`src/sv/pplim_pkg.sv`:
```
// Package for the path point speed limit unit.
// Holds the pipeline payload type and the register indexes; no dependencies.
`timescale 1ns / 1ps
`default_nettype none
package pplim_pkg;

  // Register indexes on the configuration port (byte address is 4 * index).
  localparam logic [1:0] REG_REF_LEN  = 2'd0;
  localparam logic [1:0] REG_LAT_ACC  = 2'd1;
  localparam logic [1:0] REG_MIN_CURV = 2'd2;
  localparam logic [1:0] REG_LOW_SPD  = 2'd3;

  localparam int unsigned SPEED_W = 16;
  localparam int unsigned ACC_W   = 66;

  // One path point as it travels down the square root search.
  typedef struct packed {
    logic [31:0]        station;
    logic [15:0]        map_limit;
    logic               beyond;
    logic [32:0]        k;        // floored curvature magnitude
    logic [SPEED_W-1:0] v;        // speed bits settled so far
    logic [ACC_W-1:0]   p;        // v * v * k
    logic [ACC_W-1:0]   kv;       // k * v
  } pp_item_t;

endpackage
`default_nettype wire

```
`src/sv/pplim_sqrt_stage.sv`:
```
// One bit of the curve-limit search: settles speed bit BIT_POS of a point.
// Depends on pplim_pkg.
`timescale 1ns / 1ps
`default_nettype none
module pplim_sqrt_stage
  import pplim_pkg::*;
#(
  parameter int unsigned BIT_POS = 0
) (
  input  wire logic        clk,
  input  wire logic        rst,
  input  wire logic        advance,
  input  wire logic [15:0] accel,
  input  wire logic        valid_in,
  input  wire pp_item_t    item_in,
  output logic             valid_out,
  output pp_item_t         item_out
);

  logic [ACC_W-1:0] trial_p;
  logic [ACC_W-1:0] bound;
  pp_item_t         item_next;

  // Trial square times k, built from the running products by shifts and adds.
  always_comb begin
    trial_p = item_in.p + (item_in.kv << (BIT_POS + 1))
            + ({{(ACC_W-33){1'b0}}, item_in.k} << (2 * BIT_POS));
    bound   = {{(ACC_W-48){1'b0}}, accel, 32'd0};
    item_next = item_in;
    if (trial_p <= bound) begin
      item_next.v  = item_in.v | (SPEED_W'(1) << BIT_POS);
      item_next.p  = trial_p;
      item_next.kv = item_in.kv + ({{(ACC_W-33){1'b0}}, item_in.k} << BIT_POS);
    end
  end

  // Stage register; the valid bit needs reset, the payload does not.
  always_ff @(posedge clk) begin
    if (rst) begin
      valid_out <= 1'b0;
    end else if (advance) begin
      valid_out <= valid_in;
    end
  end

  always_ff @(posedge clk) begin
    if (advance) begin
      item_out <= item_next;
    end
  end

endmodule
`default_nettype wire

```
`config.mk`:
```
export PLATFORM = sky130hd
export DESIGN_NAME = pplim_sqrt_stage
export DESIGN_NICKNAME = d
export VERILOG_FILES = /design/src/sv/pplim_pkg.sv /design/src/sv/pplim_sqrt_stage.sv
export SDC_FILE = /design/constraint.sdc
export NUM_CORES = 1
export LEC_CHECK = 0
export BUFFER_PORTS_ARGS = -buffer_cell sky130_fd_sc_hd__buf_2
export CAP_MARGIN = 40
export CORE_MARGIN = 2
export CORE_UTILIZATION = 40
export CTS_BUF_LIST = sky130_fd_sc_hd__clkbuf_2
export DETAILED_ROUTE_END_ITERATION = 6
export PLACE_DENSITY = 0.67
export RECOVER_POWER = 25
export REMOVE_ABC_BUFFERS = 1
export SYNTH_ARGS = -nofsm -noshare
export SYNTH_HDL_FRONTEND = slang
export SYNTH_SLANG_ARGS = --single-unit
```
`constraint.sdc`:
```
create_clock -name clk -period 6.6 [get_ports clk]
set_clock_uncertainty 0.05 [all_clocks]
set_input_delay 0.66 -clock clk [delete_from_list [all_inputs] [get_ports clk]]
set_output_delay 0.66 -clock clk [all_outputs]
set_load 0.05 [all_outputs]
```
# == After elaboration in Yosys (flattened, before gate mapping) ==
# Cells that the tools add are included.
# classes
mux,1
addsub,3
order_cmp,1
# op_table
operator,count
$add 66x33->66,2
$mux 132,1
$add 66x66->66,1
$le 66x48->1,1
# word_totals
elab_cells,14
ff_bits,231
output_inout_bits,231
input_bits,250

# == Longest topological paths before layout ==
# depth
ltp_word,4
ltp_mapped,28

# == Worst setup path after synthesis ==
# Ideal clock, no wire load.
# synth_path
kind,input to register
start,input item_in[0] in the netlist's numbering
end,register item_out[63] in the netlist's numbering (data pin)
arrival_time_ps,6388
setup_time_ps,258
path_slack_ps,-95
required_time_ps,6292
n_path_buf,1
cell_stages,27
cell_sequence,fa_1 -> ha_1 -> fa_1 -> a211oi_1 -> o21ai_1 -> a22oi_1 -> o31ai_1 -> o21a_1 -> a21oi_1 -> nand2b_1 -> nand2b_1 -> a21oi_1 -> xnor2_1 -> ha_1 -> nand4_1 -> nor2_1 -> nand4_1 -> or4_1 -> nor4_1 -> nand4b_1 -> nor4_1 -> o2111ai_1 -> nor3_4 -> nor4b_4 -> buf_4 -> nand4_1 -> xnor2_1
# synth_rtl
element,line,source
"start, declared",pplim_sqrt_stage.sv:15,"input wire pp_item_t item_in,"
"end signal, assigned",pplim_sqrt_stage.sv:48,item_out <= item_next;
"end, declared",pplim_sqrt_stage.sv:17,output pp_item_t item_out

==> summary.txt <==
Wirelength per Cell -> 19.45 um
Clock transition at path regs -> 0.10 ns
worst-skew pair later-pin latency -> 0.92 ns
fin crit share -> 0.9754
count of state elements after synthesis -> 231
reg2reg start -> valid_out
I/O pins -> 481
Vias -> 16044
switching share of total power -> 0.4020
TritonCTS clock tree -> done
Reg2Reg Setup Slack -> 5.39 ns
xor and xnor area share after synthesis -> 0.05831
Max stage delay on crit path -> 0.52 ns
Post-synth EDFFs -> 230
antenna violations before repair -> 9
worst vdd ir -> 148.4 uV
Die X -> 205.4 um
Yosys warning count -> 0
Worst Tran Pin Value -> 4.992 ns
first-pass GRT wire length -> 88540 um
share of layout cells above drive strength 1 -> 0.3754
combinational share of power -> 0.450
FMAX -> 155.3 MHz
Post-synth ARST share -> 0
# port buffers -> 480
top_reg_cell synth -> edfxtp_1
Setup crit end kind -> flip-flop
nets -> 2891
Post-Synth Adder-Cell Area -> 0.1546
GP Congestion -> 0.9243
Iter 0 DRT Violations -> 981
register area share after synthesis -> 0.4270
pin count of the biggest net entering global routing -> 93
Synth-to-Final Area Change -> 48.01%
# setup viols final -> 0
violated checks -> capacitance limit, slew limit
outcome -> complete, but fails checks
Worst Hold Path EP -> item_out[19]
Final Hold Viols -> 0
relative slew slack -> -2.328
R2R depth -> 3
Hold WS -> 0.1020 ns
CP Max Fanout -> 8
Filler cells -> 3389
CTS max path bufs -> 3
Net Switching -> 2184 uW
worst hold path type -> in -> reg
Setup Crit Path Kind -> in -> reg
mux cell area share after synthesis -> 0.05669
Congestion Overflow GR -> 0
CTS buffer count -> 67
Avg Vias per Cell -> 5.278
Die Y -> 205.4 um
Leakage Power -> 0.01077 uW
number of global-route vias before repair -> 16202
# Max-Cap Violations -> 1
Reg2Reg Capture Point -> valid_out
post-synthesis cell count -> 1488
Tot Pwr -> 5433 uW
Int Power -> 3249 uW
DRC viols -> 0
synthesized cell area -> 0.01622 sq mm
Final Slew Violations -> 93
post-layout minimum cycle time -> 6.437 ns
Starting Density -> 0.4064
Core ar. -> 0.03991 sq mm
1st-pass router iterations -> 5
post-route ant nets -> 0
die area -> 0.04218 sq mm
Critical Path Start Type -> input pin
min-delay src -> item_in[19]
Compound-Gate Fraction of Synth Area -> 0.1562
Avg Synthesized Cell Area -> 10.90 sq um
PwrDens -> 226.3 mW/mm^2
clock share of power -> 0.222
main combinational cell family by area after synthesis -> compound AO/OA/AOI/OAI gates
hpwl dp -> 45430 um
CP delay by family, top -> simple AND/OR/NAND/NOR gates
share of power burned in registers -> 0.328
Root Buffer -> clkbuf_2
GRT Total Usage -> 0.2721
library cells used by synthesis -> 74
CTS Sinks -> 231
hold path depth -> 2
CP arrival -> 7.09 ns
simple-gate portion of the synthesized area -> 0.1245
H-tree Lvls -> 3
Rows -> 73
Buf/Inv on CP -> 7
worst endpoint required time -> 7.25 ns
CP max-delay cell -> dlygate4sd3_1
final wirelength -> 59140 um
Most Frequent Cell on Critical Path -> buf_4
-- synthesized netlist by cell type, types with 17 or more instances --
master | n | area, sq um
edfxtp_1 | 230 | 6907
ha_1 | 146 | 1827
a21oi_1 | 118 | 590.6
nand2_1 | 98 | 367.9
nor2_1 | 94 | 352.8
mux2_2 | 71 | 799.5
o21ai_0 | 65 | 325.3
xnor2_1 | 61 | 534.3
a21o_1 | 51 | 382.9
inv_1 | 49 | 183.9
xor2_1 | 47 | 411.6
clkbuf_1 | 46 | 172.7
nand4_1 | 40 | 250.2
nand3_1 | 37 | 185.2
fa_1 | 34 | 680.7
nor3_1 | 27 | 135.1
nor2b_1 | 26 | 162.7
and3_1 | 21 | 131.4
o21bai_1 | 19 | 142.6
a211oi_1 | 17 | 127.6
-- power by group through the flow --
stage	clock [uW]	sequential [uW]	combinational [uW]
4_1_cts	1240	1780	2400
6_report	1210	1780	2450
3_5_place_dp	0	1810	2290
2_1_floorplan	0	2210	950
5_1_grt	1320	1790	2630
3_3_place_gp	0	1810	2270
-- cells by family (layout without fill, tap and decap cells) --
kind of cell               Yosys count  in the layout
buffers and inverters               97           1118
xor gates and xnor gates           108            108
and+or+nand+nor                    402            402
adders and majority gates          180            180
DFF                                231            231
AOI/OAI and AO/OA                  387            387
other                                0              6
muxes                               83             83
-- state kept, by name, indices dropped and copies added, names as in the netlist --
| name | count |
|---|---|
| item_out | 230 |
| valid_out | 1 |
-- how the worst max path moves through the flow --
stage,startpoint,endpoint,slack [ns],cells past startpoint
floorplan,item_in[0],item_out[64],-2.77,26
global placement,item_in[0],item_out[31],-1.03,27
detailed placement,item_in[0],item_out[31],-1.32,27
CTS,item_in[86],item_out[104],0.001,28
global route,item_in[1],item_out[57],-0.02,30
finish,item_in[177],item_out[53],0.16,28
-- cells in the final DEF, fill, tap and decap left out, types with 37 or more instances in the layout --
cell | netlist | layout
nor2_1 | 94 | 92
buf_2 | 1 | 462
mux2_2 | 71 | 71
a21o_1 | 51 | 51
nand2_1 | 98 | 98
edfxtp_1 | 230 | 230
xnor2_1 | 61 | 61
xor2_1 | 47 | 47
ha_1 | 146 | 146
inv_1 | 49 | 49
buf_4 | 1 | 256
clkbuf_2 | 0 | 88
nand4_1 | 40 | 40
nand3_1 | 37 | 37
dlygate4sd3_1 | 0 | 204
o21ai_0 | 65 | 63
a21oi_1 | 118 | 113
-- metal layers --
metal,track usage,up-vias,share of wire,routed length (um)
met5,0,-,0.00041,24
met4,0.09609,4,0.027,1581
met3,0.04767,105,0.065,3826
met2,0.4533,654,0.48,28290
met1,0.3562,7619,0.43,25420
li1,-,7662,-,-
-- layout make-up --
type	count	area, sq um	share of cell area
antenna	6	15.01	0.0006254
clock buffer	88	440.4	0.01834
clock inverter	29	230.2	0.009589
inverter	49	183.9	0.007661
multi-input combinational	1160	9035	0.3763
sequential	231	6927	0.2885
tap	525	656.9	0.02736
timing repair buffer	952	6521	0.2716
-- per-stage QoR --
stage / util / setup TNS (ns) / cells / area, sq um / setup WS (ns)
floorplan: - / -263.50 / 1440 / 16040 / -2.772
global placement: 0.5283 / -122.64 / 2704 / 21090 / -1.027
detailed placement: 0.5297 / -158.24 / 2706 / 21140 / -1.319
CTS: 0.5986 / 0 / 3029 / 23890 / 0.001119
global route: 0.6015 / -0.03419 / 3040 / 24010 / -0.02102
finish: 0.6015 / 0 / 3040 / 24010 / 0.1626
-- what timing repair did --
action / 4_1_cts / 5_1_grt
hold buffers: 204 / 0
cloned: 0 / 1
setup endpoints to repair: 131 / 133
hold endpoints to repair: 203 / 0
pin swaps: 1 / 7
resized for setup: 4 / 21
setup buffers: 2 / 4
No activity file was read; power rests on OpenSTA's default activity.
